## src/hw/rtl/tec_pkg.sv

```systemverilog
// shared constants and types for the utf8 token estimate counter
`timescale 1ns / 1ps

package tec_pkg;

   localparam int COUNT_BITS_DEFAULT = 24;
   localparam int WEIGHT_BITS = 6;
   localparam int OUT_COUNT_BITS = 24;
   localparam int EST_BITS = 26;
   localparam int CSR_INDEX_BITS = 2;

   localparam logic [WEIGHT_BITS-1:0] WEIGHT_IDEOGRAPH_RESET = 6'd36;
   localparam logic [WEIGHT_BITS-1:0] WEIGHT_WORD_RESET = 6'd26;
   localparam logic [WEIGHT_BITS-1:0] WEIGHT_OTHER_RESET = 6'd5;

   // weights are in twentieths: estimate = (sum + 10) / 20 = ((sum + 10) >> 2) / 5
   localparam int TOKEN_SCALE = 20;
   localparam int ROUND_BIAS = TOKEN_SCALE / 2;
   localparam int QUARTER_SHIFT = 2;
   localparam logic [63:0] EST_SAT_SUM =
      64'(TOKEN_SCALE) * ((64'd1 << EST_BITS) - 64'd1);
   localparam logic [63:0] QUARTER_MAX = EST_SAT_SUM >> QUARTER_SHIFT;
   localparam int QUARTER_BITS = $clog2(QUARTER_MAX + 64'd1);

   // divide by five through the reciprocal, exact for operands below 2^32
   localparam int RECIP_BITS = 32;
   localparam logic [RECIP_BITS-1:0] RECIP_FIVE = 32'hCCCC_CCCD;
   localparam int RECIP_SHIFT = 34;

   typedef enum logic [CSR_INDEX_BITS-1:0] {
      CSR_WEIGHT_IDEOGRAPH = 2'd0,
      CSR_WEIGHT_WORD      = 2'd1,
      CSR_WEIGHT_OTHER     = 2'd2
   } csr_index_type;

endpackage

```

## src/hw/rtl/tec_if.sv

```systemverilog
// valid/ready channel interfaces for text bytes, results and register writes
`timescale 1ns / 1ps

interface tec_req_if;
   logic       valid;
   logic       ready;
   logic [7:0] text_byte;
   logic       final_byte;

   modport source (output valid, output text_byte, output final_byte, input ready);
   modport sink (input valid, input text_byte, input final_byte, output ready);
endinterface


```

## src/hw/rtl/tec_scan.sv

```systemverilog
// byte classifier and per-text saturating counters
`timescale 1ns / 1ps

module tec_scan #(
   parameter int COUNT_BITS = tec_pkg::COUNT_BITS_DEFAULT
) (
   input  logic                  clock,
   input  logic                  reset,
   tec_req_if.sink               req_ch,
   output logic                  done_valid,
   input  logic                  done_ready,
   output logic [COUNT_BITS-1:0] done_ideograph,
   output logic [COUNT_BITS-1:0] done_word,
   output logic [COUNT_BITS-1:0] done_other
);

   localparam logic [7:0] LEAD2_MASK = 8'hE0;
   localparam logic [7:0] LEAD2_CODE = 8'hC0;
   localparam logic [7:0] LEAD3_MASK = 8'hF0;
   localparam logic [7:0] LEAD3_CODE = 8'hE0;
   localparam logic [7:0] LEAD4_MASK = 8'hF8;
   localparam logic [7:0] LEAD4_CODE = 8'hF0;
   localparam logic [7:0] IDEO_LEAD_FIRST = 8'hE4;
   localparam logic [7:0] IDEO_LEAD_FULL = 8'hE8;
   localparam logic [7:0] IDEO_LEAD_LAST = 8'hE9;
   localparam logic [7:0] IDEO_SECOND_LO = 8'hB8;
   localparam logic [7:0] IDEO_SECOND_HI = 8'hBF;

   logic [1:0]            skip_ff, skip_in;
   logic                  three_ff, three_in;
   logic [7:0]            lead_ff, lead_in;
   logic [7:0]            second_ff, second_in;
   logic                  inside_ff, inside_in;
   logic [COUNT_BITS-1:0] ideo_ff, ideo_in;
   logic [COUNT_BITS-1:0] word_ff, word_in;
   logic [COUNT_BITS-1:0] other_ff, other_in;

   logic                  accept;
   logic [7:0]            c;
   logic                  skipping;
   logic                  letter;
   logic                  breaks;
   logic                  inside_mid;
   logic                  ideo_inc;
   logic                  word_inc;
   logic                  other_inc;
   logic [COUNT_BITS-1:0] ideo_next;
   logic [COUNT_BITS-1:0] word_next;
   logic [COUNT_BITS-1:0] other_next;

   function automatic logic [COUNT_BITS-1:0] sat_inc(input logic [COUNT_BITS-1:0] v);
      sat_inc = (&v) ? v : v + 1'b1;
   endfunction

   function automatic logic ideo_range(input logic [7:0] a, input logic [7:0] b);
      logic r;
      r = 1'b0;
      if (a == IDEO_LEAD_FIRST) begin
         r = (b >= IDEO_SECOND_LO);
      end else if (a > IDEO_LEAD_FIRST && a <= IDEO_LEAD_FULL) begin
         r = 1'b1;
      end else if (a == IDEO_LEAD_LAST) begin
         r = (b <= IDEO_SECOND_HI);
      end
      return r;
   endfunction

   assign req_ch.ready = done_ready;
   assign accept = req_ch.valid && req_ch.ready;
   assign c = req_ch.text_byte;

   always_comb begin
      skipping = (skip_ff != 2'd0);
      letter = (c inside {[8'h41:8'h5A], [8'h61:8'h7A]});
      breaks = !skipping && !letter;
      skip_in = skip_ff;
      three_in = three_ff;
      lead_in = lead_ff;
      second_in = second_ff;
      inside_mid = inside_ff;
      ideo_inc = 1'b0;
      other_inc = 1'b0;

      if (skipping) begin
         if (three_ff) begin
            if (skip_ff == 2'd2) begin
               second_in = c;
            end else if (ideo_range(lead_ff, second_ff)) begin
               ideo_inc = 1'b1;
            end
         end
         skip_in = skip_ff - 2'd1;
      end else if (c[7]) begin
         inside_mid = 1'b0;
         three_in = 1'b0;
         if ((c & LEAD2_MASK) == LEAD2_CODE) begin
            skip_in = 2'd1;
         end else if ((c & LEAD3_MASK) == LEAD3_CODE) begin
            skip_in = 2'd2;
            three_in = 1'b1;
            lead_in = c;
         end else if ((c & LEAD4_MASK) == LEAD4_CODE) begin
            skip_in = 2'd3;
         end
      end else if (letter) begin
         inside_mid = 1'b1;
      end else begin
         inside_mid = 1'b0;
         other_inc = 1'b1;
      end

      // an open word closes on a breaking byte or at the end of the text
      word_inc = breaks ? inside_ff : (req_ch.final_byte && inside_mid);

      ideo_next = ideo_inc ? sat_inc(ideo_ff) : ideo_ff;
      word_next = word_inc ? sat_inc(word_ff) : word_ff;
      other_next = other_inc ? sat_inc(other_ff) : other_ff;

      inside_in = inside_mid;
      ideo_in = ideo_next;
      word_in = word_next;
      other_in = other_next;

      if (req_ch.final_byte) begin
         skip_in = 2'd0;
         three_in = 1'b0;
         lead_in = 8'h00;
         second_in = 8'h00;
         inside_in = 1'b0;
         ideo_in = '0;
         word_in = '0;
         other_in = '0;
      end
   end

   assign done_valid = accept && req_ch.final_byte;
   assign done_ideograph = ideo_next;
   assign done_word = word_next;
   assign done_other = other_next;

   always_ff @(posedge clock) begin
      if (reset) begin
         skip_ff <= 2'd0;
         three_ff <= 1'b0;
         lead_ff <= 8'h00;
         second_ff <= 8'h00;
         inside_ff <= 1'b0;
         ideo_ff <= '0;
         word_ff <= '0;
         other_ff <= '0;
      end else if (accept) begin
         skip_ff <= skip_in;
         three_ff <= three_in;
         lead_ff <= lead_in;
         second_ff <= second_in;
         inside_ff <= inside_in;
         ideo_ff <= ideo_in;
         word_ff <= word_in;
         other_ff <= other_in;
      end
   end

   a_clear_after_final: assert property (@(posedge clock) disable iff (reset)
      accept && req_ch.final_byte |=> skip_ff == 2'd0 && !inside_ff && ideo_ff == '0
         && word_ff == '0 && other_ff == '0)
      else $error("text state not cleared after final item");

   a_four_byte_not_three: assert property (@(posedge clock) disable iff (reset)
      skip_ff == 2'd3 |-> !three_ff)
      else $error("four byte lead marked as three byte");

   a_three_lead_code: assert property (@(posedge clock) disable iff (reset)
      three_ff && skip_ff != 2'd0 |-> (lead_ff & LEAD3_MASK) == LEAD3_CODE)
      else $error("three byte skip without a three byte lead");

endmodule

```

## src/flat_wrapper.sv

```systemverilog
// flat-port wrapper written by rule: the top's interface ports become plain ports
module tec_scan_flat 
#(
   parameter int COUNT_BITS = tec_pkg::COUNT_BITS_DEFAULT
)
  (clock, reset, done_valid, done_ready, done_ideograph, done_word, done_other, req_ch_valid, req_ch_text_byte, req_ch_final_byte, req_ch_ready);
  tec_req_if req_ch_i ();
  input  logic clock;
  input  logic reset;
  output logic done_valid;
  input  logic done_ready;
  output logic [COUNT_BITS-1:0] done_ideograph;
  output logic [COUNT_BITS-1:0] done_word;
  output logic [COUNT_BITS-1:0] done_other;
  input wire logic [$bits(req_ch_i.valid)-1:0] req_ch_valid;
  input wire logic [$bits(req_ch_i.text_byte)-1:0] req_ch_text_byte;
  input wire logic [$bits(req_ch_i.final_byte)-1:0] req_ch_final_byte;
  output wire logic [$bits(req_ch_i.ready)-1:0] req_ch_ready;
  assign req_ch_i.valid = req_ch_valid;
  assign req_ch_i.text_byte = req_ch_text_byte;
  assign req_ch_i.final_byte = req_ch_final_byte;
  assign req_ch_ready = req_ch_i.ready;
  tec_scan #(.COUNT_BITS(COUNT_BITS)) u_core (.clock(clock), .reset(reset), .req_ch(req_ch_i), .done_valid(done_valid), .done_ready(done_ready), .done_ideograph(done_ideograph), .done_word(done_word), .done_other(done_other));
endmodule
```

## config.mk

```make
export PLATFORM = sky130hd
export DESIGN_NAME = tec_scan_flat
export DESIGN_NICKNAME = d
export VERILOG_FILES = /design/src/hw/rtl/tec_pkg.sv /design/src/hw/rtl/tec_if.sv /design/src/hw/rtl/tec_scan.sv /design/src/flat_wrapper.sv
export SDC_FILE = /design/constraint.sdc
export NUM_CORES = 1
export LEC_CHECK = 0
export BUFFER_PORTS_ARGS = -buffer_cell sky130_fd_sc_hd__buf_2
export CAP_MARGIN = 25
export CORE_MARGIN = 8
export CORE_UTILIZATION = 30
export DETAILED_ROUTE_END_ITERATION = 7
export GPL_TIMING_DRIVEN = 0
export PLACE_DENSITY_LB_ADDON = 0.08
export SYNTH_ARGS = -nofsm -noshare
export SYNTH_HDL_FRONTEND = slang
export SYNTH_SLANG_ARGS = --single-unit
```

## constraint.sdc

```tcl
create_clock -name clock -period 2.1 [get_ports clock]
set_clock_uncertainty 0.05 [all_clocks]
set_input_delay 0.21 -clock clock [delete_from_list [all_inputs] [get_ports clock]]
set_output_delay 0.21 -clock clock [all_outputs]
set_load 0.03 [all_outputs]
```

Word-level counts from Yosys, hierarchy flattened:

Index checks and enable logic that the tools add are counted.

* add/sub/neg operators: 4
* $lt $le $gt $ge: 8
* equality and inequality tests: 8
* muxes and demuxes: 47
* reduce and logical (&&, ||, !) cells: 25

Operators with widths (number)
* $mux 24: 9
* $add 24x1->24 const B: 3
* $mux 8: 9
* $reduce_and 24->1: 3
* $mux 1: 23
* $eq 8x8->1 const B: 2
* $ge 8x7->1 const B: 2
* $le 8x7->1 const B: 2
* $le 8x8->1 const B: 2
* $reduce_bool 2->1: 7
* $mux 2: 6
* $ge 8x8->1 const B: 1
* $gt 8x8->1 const B: 1
* $logic_and 1x1->1: 7
* $reduce_and 3->1: 2
* $eq 5x5->1 const B: 1
* $reduce_and 5->1: 1
* $reduce_bool 5->1: 1
* $eq 4x4->1 const B: 1
* $ne 2x2->1 const B: 2
* $reduce_and 4->1: 1
* $eq 3x3->1 const B: 1
* $reduce_bool 3->1: 1
* $eq 2x2->1 const B: 1
* other kinds (2): 3

* flip-flop bits (word level): 92
* input bits: 13
* output and inout bits: 74
* logic and storage cells: 100

Logic depth before layout (Yosys ltp):

Gate-level depths: netlist of the first run.

* depth in word-level cells: 13
* mapped depth: 10
* depth with buffers taken out: 7

Least setup slack after synthesis of the first run:

No wires, ideal clock.

* kind: reg-to-output
* start point: register u_core.word_ff[4]
* end point: output port done_word[9]
* arrival time: 2.443 ns
* setup slack: -0.603 ns
* stages on the path, launching flop included: 11
* path buffers: 4
* path through: dfxtp_1 -> buf_2 -> and4_1 -> buf_2 -> nand3_2 -> nor4_2 -> buf_4 -> a21o_1 -> buf_4 -> nor3_1 -> xnor2_1

* longest elaborated chain between the ends: 3
* elaborated cells on any way between the ends: 4
* those cells by class: 1 x add/sub; 2 x mux; 1 x reduce/logical

Ends and longest elaborated chain
* start, declared: RTL line tec_scan.sv:35 `logic [COUNT_BITS-1:0] word_ff, word_in;`
* start signal, assigned: RTL line tec_scan.sv:158 `word_ff <= word_in;`
* $add 24x1->24 / $reduce_and 24->1 (equally long branches): RTL line tec_scan.sv:52 `sat_inc = (&v) ? v : v + 1'b1;`
* $mux 24 *: RTL line tec_scan.sv:52
* $mux 24 *: RTL line tec_scan.sv:116 `word_next = word_inc ? sat_inc(word_ff) : word_ff;`
* end, declared: RTL line flat_wrapper.sv:13 `output logic [COUNT_BITS-1:0] done_word;`

Every way passes the cells marked *; elsewhere a longest branch is shown, timed or not.

Final worst setup path of the first run:

* start point: register u_core.other_ff[12]
* end point: output port done_other[23]

* longest elaborated chain between the ends: 3
* elaborated cells on any way between the ends: 4
* those cells by class: 1 x add/sub; 2 x mux; 1 x reduce/logical

Ends and longest elaborated chain
* start, declared: RTL line tec_scan.sv:36 `logic [COUNT_BITS-1:0] other_ff, other_in;`
* start signal, assigned: RTL line tec_scan.sv:159 `other_ff <= other_in;`
* $add 24x1->24 / $reduce_and 24->1 (equally long branches): RTL line tec_scan.sv:52
* $mux 24 *: RTL line tec_scan.sv:52
* $mux 24 *: RTL line tec_scan.sv:117 `other_next = other_inc ? sat_inc(other_ff) : other_ff;`
* end, declared: RTL line flat_wrapper.sv:14 `output logic [COUNT_BITS-1:0] done_other;`

Marked as above.

==> flow_summary_export.csv, run 1 <==
group,metric,value,unit
synth,yosysUniqueCellTypes,69,
pwr,seqPwrFrac,38.8,%
synth,synth_area_leaders,"dfxtp_1 (31%), xnor2_1 (6.0%), nand2_1 (5.9%)",
floorplan,boundaryPins,87,
synth,synth.top_cell.area_share,31.1,%
drt,wl,26800,microns
sta,timing.hold.ws,0.0962,ns
synth,synth_edf_count,0,
worst_setup_path,cp_slowest_stage_delay,0.39,ns
sta,finalCritPeriodShare,128,%
synth,syn_nets,753,
global_route,grt_pass1_vias,7284,
sta,min_period,2.70,ns
sta,rsz0062_at_grt,"true",
worst_setup_path,cp_slowest_cell,"nor4b_4",
pwr,ir_worst_vdd,416,uV
sta,setup_viol,104,
sta,setup_tns,-33.47,ns
clock_tree,ctsRootBufferMaster,"clkbuf_16",
worst_setup_path,worstSetupEndpointType,"output port",
finish,drive_gt1_share,60.7,%
worst_setup_path,rr_worst_depth,9,
synth,synth-xor-area-share,10.5,%
floorplan,rows,50,
run,maxCapViolations,0,
sta,max_clock_freq,371,MHz
drt,via_per_inst,5.77,
floorplan,dieWidth,154,microns
floorplan,core_area,18800,sq um
synth,synthAdderAreaFrac,0.654,%
sta,final.setup.worst_slack,-0.598,ns
global_route,track_usage,21.4,%
global_route,grt_overflow_total,0,
worst_setup_path,crit_cells,8,
synth,synth_top_family_by_area,"simple AND/OR/NAND/NOR gates",
synth,synth.avg_cell_area,7.79,sq um
floorplan,start_util,30.6,%
drt,drtAntennaViolNets,0,
synth,netlist_area,5740,sq um
floorplan,die_h,154,microns
pwr,switching_share,25.3,%
pwr,pwr-share-clk,51.4,%
finish,diodes,0,
sta,drv_slew,0,
finish,mostFrequentLayoutCells,"buf_6 (145), buf_4 (102), nand2_1 (62), dfxtp_2 (35), a31oi_1 (31)",
pwr,p_int,3.22,mW
run_status,status,"finished with violations",
synth,ys_async_sr_fraction,0,%
worst_setup_path,crit_top_cell,"nand4_1",
global_route,grt_pass1_wl,40200,microns
floorplan,dieArea,23800,sq um
pwr,p_leak,4.48,nW
clock_tree,cts-buffers-inserted,9,
synth,muxShareOfSynthArea,1.24,%
synth,synth_area_leader_cell,"dfxtp_1",
place,gp_congestion,0.848,
clock_tree,cts-htree-levels,3,
run_status,violations,"setup timing",
synth,ys.flop_type,"dfxtp_1",
drt,drc,0,
pwr,p_per_area,377,nW/um^2
clock_tree,clkTransAtPathRegs,0.07,ns
finish,area_delta_synth_final,99.3,%
finish,fin_nets,1015,
worst_setup_path,cp_max_fo,3,
place,hpwl,16100,microns
worst_setup_path,required,1.84,ns
worst_setup_path,crit_family,"simple AND/OR/NAND/NOR gates",
clock_tree,cts_sinks,89,
global_route,grt_max_degree,16,
pwr,switchingPower,1.09,mW
synth,ys.warnings.count,0,
synth,yosys_register_bits,89,
pwr,power_frac_comb,9.8,%
sta,tightest_slew,1.01,ns
clock_tree,cts_max_path_buffers,2,
drt,num_vias,7141,
finish,stdcell_count,1238,
min_path,hold_depth,3,
place,dp.cells,1056,
sta,max_slew_margin,32.4,%
finish,layout_commonest_cell,"buf_6",
synth,seq_area_frac_synth,31.1,%
worst_setup_path,path_class,"register to output port",
clock_tree,cts_tree,"built",
worst_setup_path,start_kind,"register",
finish,multiInputGateArea,5830,sq um
worst_setup_path,worstPathCellList,"buf_8 -> nand4_1 -> nor4_4 -> buf_4 -> nand4_1 -> nor4b_4 -> xor2_2 -> buf_6",
min_path,hold_class,"primary input to register",
clock_tree,clock_latency,0.36,ns
place,io_buffers,84,
worst_setup_path,path_buf_inv,3,
drt,drt_iter0_markers,452,
finish,seqCellArea,1920,sq um
drt,avgRoutedWirePerCell,21.6,microns
finish,fillers,1508,
drt,firstDrtPassIters,5,
synth,synth-simple-area-share,28.2,%
global_route,antenna_found_initial,0,
synth,synth_compound_area_share,23.5,%
sta,hold_viol,0,
worst_setup_path,crit_arrival,2.44,ns
finish,final_core_util,60.9,%
synth,synth_cells,737,
==> cell type report <==
class	count	area share [%]
plain buffers	41	2.70
clock buffers	9	1.97
clock inverters	7	1.46
inverters	10	0.361
multi-input cells	582	51.0
flip-flops and latches	89	16.8
well taps	234	2.56
repair buffers	266	23.2
==> Yosys cell counts (5+ instances only) <==
| library cell | count |
|---|---|
| clkbuf_1 | 41 |
| nor3_1 | 19 |
| a31oi_1 | 34 |
| inv_1 | 9 |
| or4_1 | 11 |
| a211oi_1 | 6 |
| or3_1 | 12 |
| nor4_1 | 5 |
| nor2b_1 | 6 |
| a22o_1 | 10 |
| nor2_1 | 47 |
| a21oi_1 | 33 |
| buf_2 | 10 |
| and4_1 | 5 |
| nand3_1 | 53 |
| and2_1 | 11 |
| o21ai_0 | 33 |
| nand4_1 | 21 |
| a32o_1 | 5 |
| o31ai_1 | 9 |
| o211ai_1 | 8 |
| xnor2_1 | 39 |
| xor2_1 | 30 |
| and3_1 | 15 |
| dfxtp_1 | 89 |
| a22oi_1 | 7 |
| mux2i_1 | 6 |
| nand2_1 | 90 |
==> layer usage <==
| layer | vias up | track usage (%) | part of all wire, % |
|---|---|---|---|
| met4 | 0 | 11.2 | 4.0 |
| met1 | 3532 | 25.9 | 41 |
| met2 | 301 | 35.7 | 49 |
| met5 | - | 0 | 0 |
| li1 | 3235 | - | - |
| met3 | 73 | 4.04 | 6.1 |
==> stage by stage <==
| stage | total power [mW] | worst slack [ns] | cell area (sq um) |
|---|---|---|---|
| 2_1_floorplan | 1.90 | -0.247 | 6840 |
| 3_3_place_gp | 2.02 | -1.04 | 7560 |
| 3_5_place_dp | 2.02 | -0.761 | 7570 |
| 4_1_cts | 4.28 | -0.621 | 10600 |
| 5_1_grt | 4.41 | -0.672 | 11400 |
| 6_report | 4.31 | -0.598 | 11400 |
==> worst register-to-register path, delay by kind of cell (launching register included) <==
family | cells | cell delay [ns]
compound gates | 1 | 0.08
buf+inv | 3 | 0.44
flops | 1 | 0.34
mux | 1 | 0.17
simple gates | 4 | 1.12
==> worst paths after layout <==
check | startpoint | end | slack (ns)
max | u_core.other_ff[12]$_SDFFE_PP0P_ | done_other[23] | -0.60
min | req_ch_text_byte[5] | u_core.second_ff[5]$_SDFFE_PP0P_ | 0.1
max reg2reg | u_core.other_ff[12]$_SDFFE_PP0P_ | u_core.other_ff[23]$_SDFFE_PP0P_ | -0.24
min reg2reg | u_core.lead_ff[2]$_SDFFE_PP0P_ | u_core.lead_ff[2]$_SDFFE_PP0P_ | 0.40
==> sequential cells by signal, summed over array words and instances, names as in the netlist <==
signal / count
u_core.ideo_ff: 24
u_core.inside_ff: 1
u_core.lead_ff: 8
u_core.other_ff: 24
u_core.second_ff: 5
u_core.skip_ff: 2
u_core.three_ff: 1
u_core.word_ff: 24
==> what timing repair did <==
item / in CTS / in global routing
hold buffers: 0 / 0
setup buffers: 136 / 65
resized for setup: 441 / 141
pin swaps: 111 / 109
setup endpoints to repair: 145 / 134
gates cloned: 2 / 0
==> cell families after synthesis <==
| group | count (synthesis) |
|---|---|
| adder cells (fa/ha/maj) | 3 |
| AND/OR/NAND/NOR | 313 |
| XOR/XNOR | 69 |
| AO/OA/AOI/OAI | 190 |
| multiplexers | 7 |
| flip-flops | 89 |
| buffers and inverters | 66 |
==> power by group through the flow <==
stage / combinational (mW) / clock [mW] / sequential, mW
final: 0.421 / 2.21 / 1.67
after detailed placement: 0.286 / 0 / 1.74
after global placement: 0.283 / 0 / 1.74
after global routing: 0.437 / 2.30 / 1.67
after CTS: 0.376 / 2.22 / 1.68
after floorplan: 0.161 / 0 / 1.74
Note: power is estimated with default switching activity, not from simulation.
==> run 2: changes to the inputs <==
CAP_MARGIN = unset   (was 25)
CELL_PAD_IN_SITES_DETAIL_PLACEMENT = 1   (was unset)
CELL_PAD_IN_SITES_GLOBAL_PLACEMENT = 1   (was unset)
==> flow_summary_export.csv, run 2 (synthesis gave the netlist of run 1 again) <==
group,metric,value,unit
drt,wl,34400,microns
worst_setup_path,path_class,"register to output port",
pwr,ir_worst_vdd,404,uV
place,io_buffers,84,
finish,top_regs,"u_core.ideo_ff x24, u_core.other_ff x24, u_core.word_ff x24",
worst_setup_path,crit_arrival,2.50,ns
clock_tree,ctsRootBufferMaster,"clkbuf_16",
worst_setup_path,cp_max_fo,6,
worst_setup_path,required,1.84,ns
run_status,status,"finished with violations",
run_status,violations,"setup timing",
worst_setup_path,worstSetupEndpointType,"output port",
clock_tree,cts-buffers-inserted,9,
pwr,seqPwrFrac,42.4,%
drt,num_vias,7678,
sta,setup_viol,128,
finish,area_delta_synth_final,102,%
clock_tree,cts_tree,"built",
global_route,track_usage,24.4,%
sta,max_slew_margin,22.5,%
finish,fillers,1966,
floorplan,die_h,154,microns
finish,mostFrequentLayoutCells,"buf_6 (139), buf_4 (133), nand2_1 (61), dfxtp_2 (34), dfxtp_4 (31)",
pwr,p_leak,4.68,nW
drt,via_per_inst,6.08,
pwr,p_int,2.74,mW
global_route,grt_max_degree,18,
global_route,grt_pass1_wl,45100,microns
pwr,power_frac_comb,11.3,%
pwr,p_total,3.92,mW
sta,finalCritPeriodShare,131,%
drt,drt_iter0_markers,458,
pwr,p_per_area,338,nW/um^2
place,place_ws,-1.17,ns
drt,drc,0,
global_route,gr-usage-met2,43.7,%
floorplan,boundaryPins,87,
min_path,hold_class,"primary input to register",
floorplan,core_area,18800,sq um
drt,firstDrtPassIters,4,
pwr,pwr-share-clk,46.3,%
run,maxCapViolations,0,
worst_setup_path,start_kind,"register",
sta,setup_tns,-38.67,ns
global_route,grt_overflow_total,0,
sta,max_clock_freq,363,MHz
global_route,antenna_found_initial,0,
finish,fin_nets,1040,
drt,drtAntennaViolNets,0,
clock_tree,cts_max_path_buffers,2,
pwr,switching_share,30.0,%
global_route,use_met1,28.0,%
global_route,grt.busiest_layer,"met2",
finish,layout_commonest_cell,"buf_6",
pwr,switchingPower,1.17,mW
clock_tree,clock_latency,0.36,ns
global_route,use_met3,3.54,%
clock_tree,cts-htree-levels,3,
drt,avgRoutedWirePerCell,27.2,microns
place,hpwl,17400,microns
floorplan,dieArea,23800,sq um
floorplan,start_util,30.6,%
sta,min_period,2.76,ns
floorplan,dieWidth,154,microns
place,gp_congestion,0.826,
sta,rsz0062_at_grt,"true",
sta,tightest_slew,1.16,ns
clock_tree,cts_sinks,89,
global_route,grt_pass1_vias,7773,
finish,diodes,0,
floorplan,rows,50,
clock_tree,clkTransAtPathRegs,0.08,ns
finish,drive_gt1_share,62.9,%
sta,drv_slew,0,
sta,hold_viol,0,
sta,final.setup.worst_slack,-0.657,ns
run 2: power by group through the flow:
stage | clock [mW] | combinational (mW) | sequential, mW
final | 1.81 | 0.443 | 1.66
after global routing | 1.89 | 0.457 | 1.66
after detailed placement | 0 | 0.296 | 1.74
after floorplan | 0 | 0.161 | 1.74
after CTS | 1.81 | 0.374 | 1.68
after global placement | 0 | 0.291 | 1.74
run 2: layer usage:
metal / routed length (microns) / vias to the layer above / share of wire (%)
met5: 0 / - / 0
met4: 2150 / 0 / 6.3
met3: 1790 / 138 / 5.2
met2: 17400 / 337 / 51
met1: 13000 / 3925 / 38
li1: - / 3278 / -
run 2: final timing paths:
check / start / to / slack (ns) / depth (start not counted)
worst max register to register: u_core.word_ff[19]$_SDFFE_PP0P_ / u_core.word_ff[9]$_SDFFE_PP0P_ / -0.39 / 13
worst max-delay path: u_core.other_ff[12]$_SDFFE_PP0P_ / done_other[23] / -0.66 / 8
worst min register to register: u_core.lead_ff[2]$_SDFFE_PP0P_ / u_core.lead_ff[2]$_SDFFE_PP0P_ / 0.41 / 2
worst min-delay path: req_ch_text_byte[5] / u_core.second_ff[5]$_SDFFE_PP0P_ / 0.08 / 3
run 2: layout make-up:
type                    count  area, sq um  share of cell area (%)
multi-input cells         582         5900                    50.9
plain buffers              40          325                    2.81
clock buffers               9          225                    1.94
clock inverters             7         83.8                   0.723
flip-flops and latches     89         1940                    16.7
repair buffers            292         2790                    24.0
well taps                 234          293                    2.53
inverters                  10         38.8                   0.335
run 2: timing repair:
action / CTS / global route
hold buffers: 0 / 0
setup buffers: 127 / 102
resized for setup: 416 / 201
pin swaps: 110 / 125
gates cloned: 2 / 1
endpoints found under the hold margin: 0 / 0
setup endpoints to repair: 146 / 145
run 2: worst max-delay path, cell delays in order, from the launching register on:
cell     delay, ns
dfxtp_2       0.35
buf_8         0.12
nand4_1       0.18
nor4_4        0.37
buf_6         0.16
nand4_1       0.20
nor4b_4       0.40
xor2_2        0.20
buf_6         0.15
run 2: stage by stage:
stage	utilization (%)	hold slack [ns]	instance area, sq um	instances
6_report	61.8	0.0822	11600	1263
5_1_grt	61.8	0.113	11600	1263
4_1_cts	55.4	0.0832	10400	1192
3_5_place_dp	40.3	0.399	7560	1055
3_3_place_gp	40.3	0.395	7560	1055
2_1_floorplan	-	0.321	6840	737
==> run 3: changes to the inputs <==
CTS_BUF_LIST = sky130_fd_sc_hd__clkbuf_8   (was unset)
REMOVE_ABC_BUFFERS = 1   (was unset)
==> flow_summary_export.csv, run 3 (synthesis gave the netlist of run 1 again) <==
group,metric,value,unit
run_status,status,"finished with violations",
run_status,violations,"setup timing",
finish,mostFrequentLayoutCells,"buf_4 (152), buf_6 (102), nand2_1 (57), dfxtp_4 (34), a31oi_1 (31)",
sta,hold_viol,0,
sta,finalCritPeriodShare,126,%
worst_setup_path,cp_max_fo,5,
global_route,grt_max_degree,50,
worst_setup_path,start_kind,"register",
place,place_area,6320,sq um
min_path,hold_depth,3,
drt,drtAntennaViolNets,0,
sta,drv_slew,0,
global_route,grt_pass1_wl,40200,microns
sta,max_slew_margin,26.4,%
floorplan,rows,50,
global_route,grt_overflow_total,0,
sta,setup_viol,104,
pwr,p_per_area,317,nW/um^2
pwr,p_leak,4.27,nW
clock_tree,cts_sinks,89,
sta,final.setup.worst_slack,-0.550,ns
worst_setup_path,crit_arrival,2.39,ns
pwr,ir_worst_vdd,252,uV
worst_setup_path,r2r-end,"u_core.other_ff[21]$_SDFFE_PP0P_",
place,place_ws,-1.78,ns
global_route,antenna_found_initial,0,
finish,layout_commonest_cell,"buf_4",
min_path,hp-start,"req_ch_text_byte[2]",
sta,min_period,2.65,ns
clock_tree,clkTransAtPathRegs,0.11,ns
worst_setup_path,crit_top_cell,"buf_6",
clock_tree,hold_buffers,0,
drt,wl,28200,microns
place,hpwl,14000,microns
worst_setup_path,ff2ff_setup_slack,-0.43,ns
floorplan,core_area,18800,sq um
clock_tree,clock_latency,0.40,ns
pwr,p_total,3.30,mW
global_route,track_usage,21.0,%
worst_setup_path,required,1.84,ns
floorplan,dieArea,23800,sq um
sta,timing.hold.ws,0.0332,ns
finish,fin_nets,991,
finish,fin_area,10400,sq um
place,io_buffers,86,
clock_tree,cts-htree-levels,3,
sta,max_clock_freq,377,MHz
floorplan,start_util,30.6,%
min_path,hold_class,"primary input to register",
clock_tree,ctsRootBufferMaster,"clkbuf_8",
worst_setup_path,cp_slowest_stage_delay,0.36,ns
drt,drc,0,
drt,num_vias,6906,
drt,avgRoutedWirePerCell,23.2,microns
worst_setup_path,worstPathCellList,"and4_4 -> nand3_4 -> buf_6 -> nor4_4 -> buf_6 -> buf_4 -> buf_6 -> a2111oi_4 -> xor2_2 -> buf_6",
finish,area_delta_synth_final,81.7,%
run,maxCapViolations,0,
finish,final_core_util,55.6,%
sta,rsz0062_at_grt,"true",
min_path,min_to,"u_core.lead_ff[2]$_SDFFE_PP0P_",
finish,diodes,0,
clock_tree,cts_tree,"built",
floorplan,die_h,154,microns
drt,drt_iter0_markers,345,
finish,top_regs,"u_core.ideo_ff x24, u_core.other_ff x24, u_core.word_ff x24",
floorplan,dieWidth,154,microns
worst_setup_path,path_class,"register to output port",
floorplan,boundaryPins,87,
worst_setup_path,rr_worst_depth,13,
drt,firstDrtPassIters,5,
worst_setup_path,worstSetupEndpointType,"output port",
finish,drive_gt1_share,57.9,%
sta,tightest_slew,1.10,ns
worst_setup_path,r2r-start,"u_core.other_ff[5]$_SDFFE_PP0P_",
finish,fillers,2043,
global_route,grt_pass1_vias,7218,
worst_setup_path,cp_slowest_cell,"dfxtp_4",
drt,via_per_inst,5.69,
clock_tree,cts_max_path_buffers,2,
clock_tree,cts-buffers-inserted,9,
place,gp_congestion,0.788,
run 3: changes by cell type in the layout (fill, tap and decap cells not counted), moves of 9 or more:
cell	change
xnor2_4	-21
clkbuf_2	-9
xnor2_2	+14
xor2_1	+26
clkbuf_16	-11
buf_6	-37
xor2_2	-25
buf_4	+19
clkbuf_1	-16
run 3: cell type report:
type                    instances  area, sq um  area share, %
flip-flops and latches         89         1940           18.6
multi-input cells             584         5300           50.8
well taps                     234          293           2.81
repair inverters                1         5.00         0.0480
inverters                      10         45.0          0.432
clock inverters                 7         58.8          0.564
clock buffers                   9          124           1.19
repair buffers                280         2660           25.5
run 3: how the worst max path moves through the flow:
| stage | startpoint | to | slack [ns] | depth (start not counted) |
|---|---|---|---|---|
| 4_1_cts | u_core.word_ff[6]$_SDFFE_PP0P_ | done_word[23] | -0.49 | 6 |
| 3_5_place_dp | req_ch_final_byte | u_core.word_ff[7]$_SDFFE_PP0P_ | -1.78 | 9 |
| 6_report | u_core.word_ff[4]$_SDFFE_PP0P_ | done_word[13] | -0.55 | 10 |
| 2_1_floorplan | u_core.word_ff[3]$_SDFFE_PP0P_ | done_word[9] | -1.05 | 6 |
| 3_3_place_gp | req_ch_final_byte | u_core.other_ff[19]$_SDFFE_PP0P_ | -3.90 | 7 |
| 5_1_grt | u_core.other_ff[5]$_SDFFE_PP0P_ | done_other[23] | -0.70 | 6 |
run 3: through the flow:
step / instances / TNS, ns
detailed placement: 1004 / -156.42
global route: 1214 / -45.08
floorplan: 681 / -67.77
CTS: 1167 / -27.08
global placement: 1001 / -260.83
finish: 1214 / -35.17
run 3: per-layer routing:
layer  up-vias  GRT usage (%)  wire [microns]  part of all wire [%]
li1       3207              -               -                     -
met1      3502           24.9           11500                    41
met2       148           37.9           14900                    53
met3        49           4.79            1220                   4.3
met4         0           4.48             563                   2.0
met5         -              0               0                     0
run 3: what timing repair did:
action / CTS / global route
gates resized for setup: 422 / 172
cloned: 4 / 0
pin swaps: 118 / 114
setup buffers: 146 / 61
setup endpoints to repair: 154 / 123
run 3: power breakdown:
group	switching [mW]	internal [mW]	total, mW
sequential	0.00704	1.65	1.66
clock	0.781	0.453	1.23
combinational	0.268	0.145	0.413
total	1.06	2.25	3.30
run 3: critical path: cells and delay by family, from the launching register on:
kind / cells / cell delay (ns)
buffers and inverters: 5 / 0.75
xor gates and xnor gates: 1 / 0.26
and+or+nand+nor: 3 / 0.58
DFF: 1 / 0.36
AOI/OAI and AO/OA: 1 / 0.04
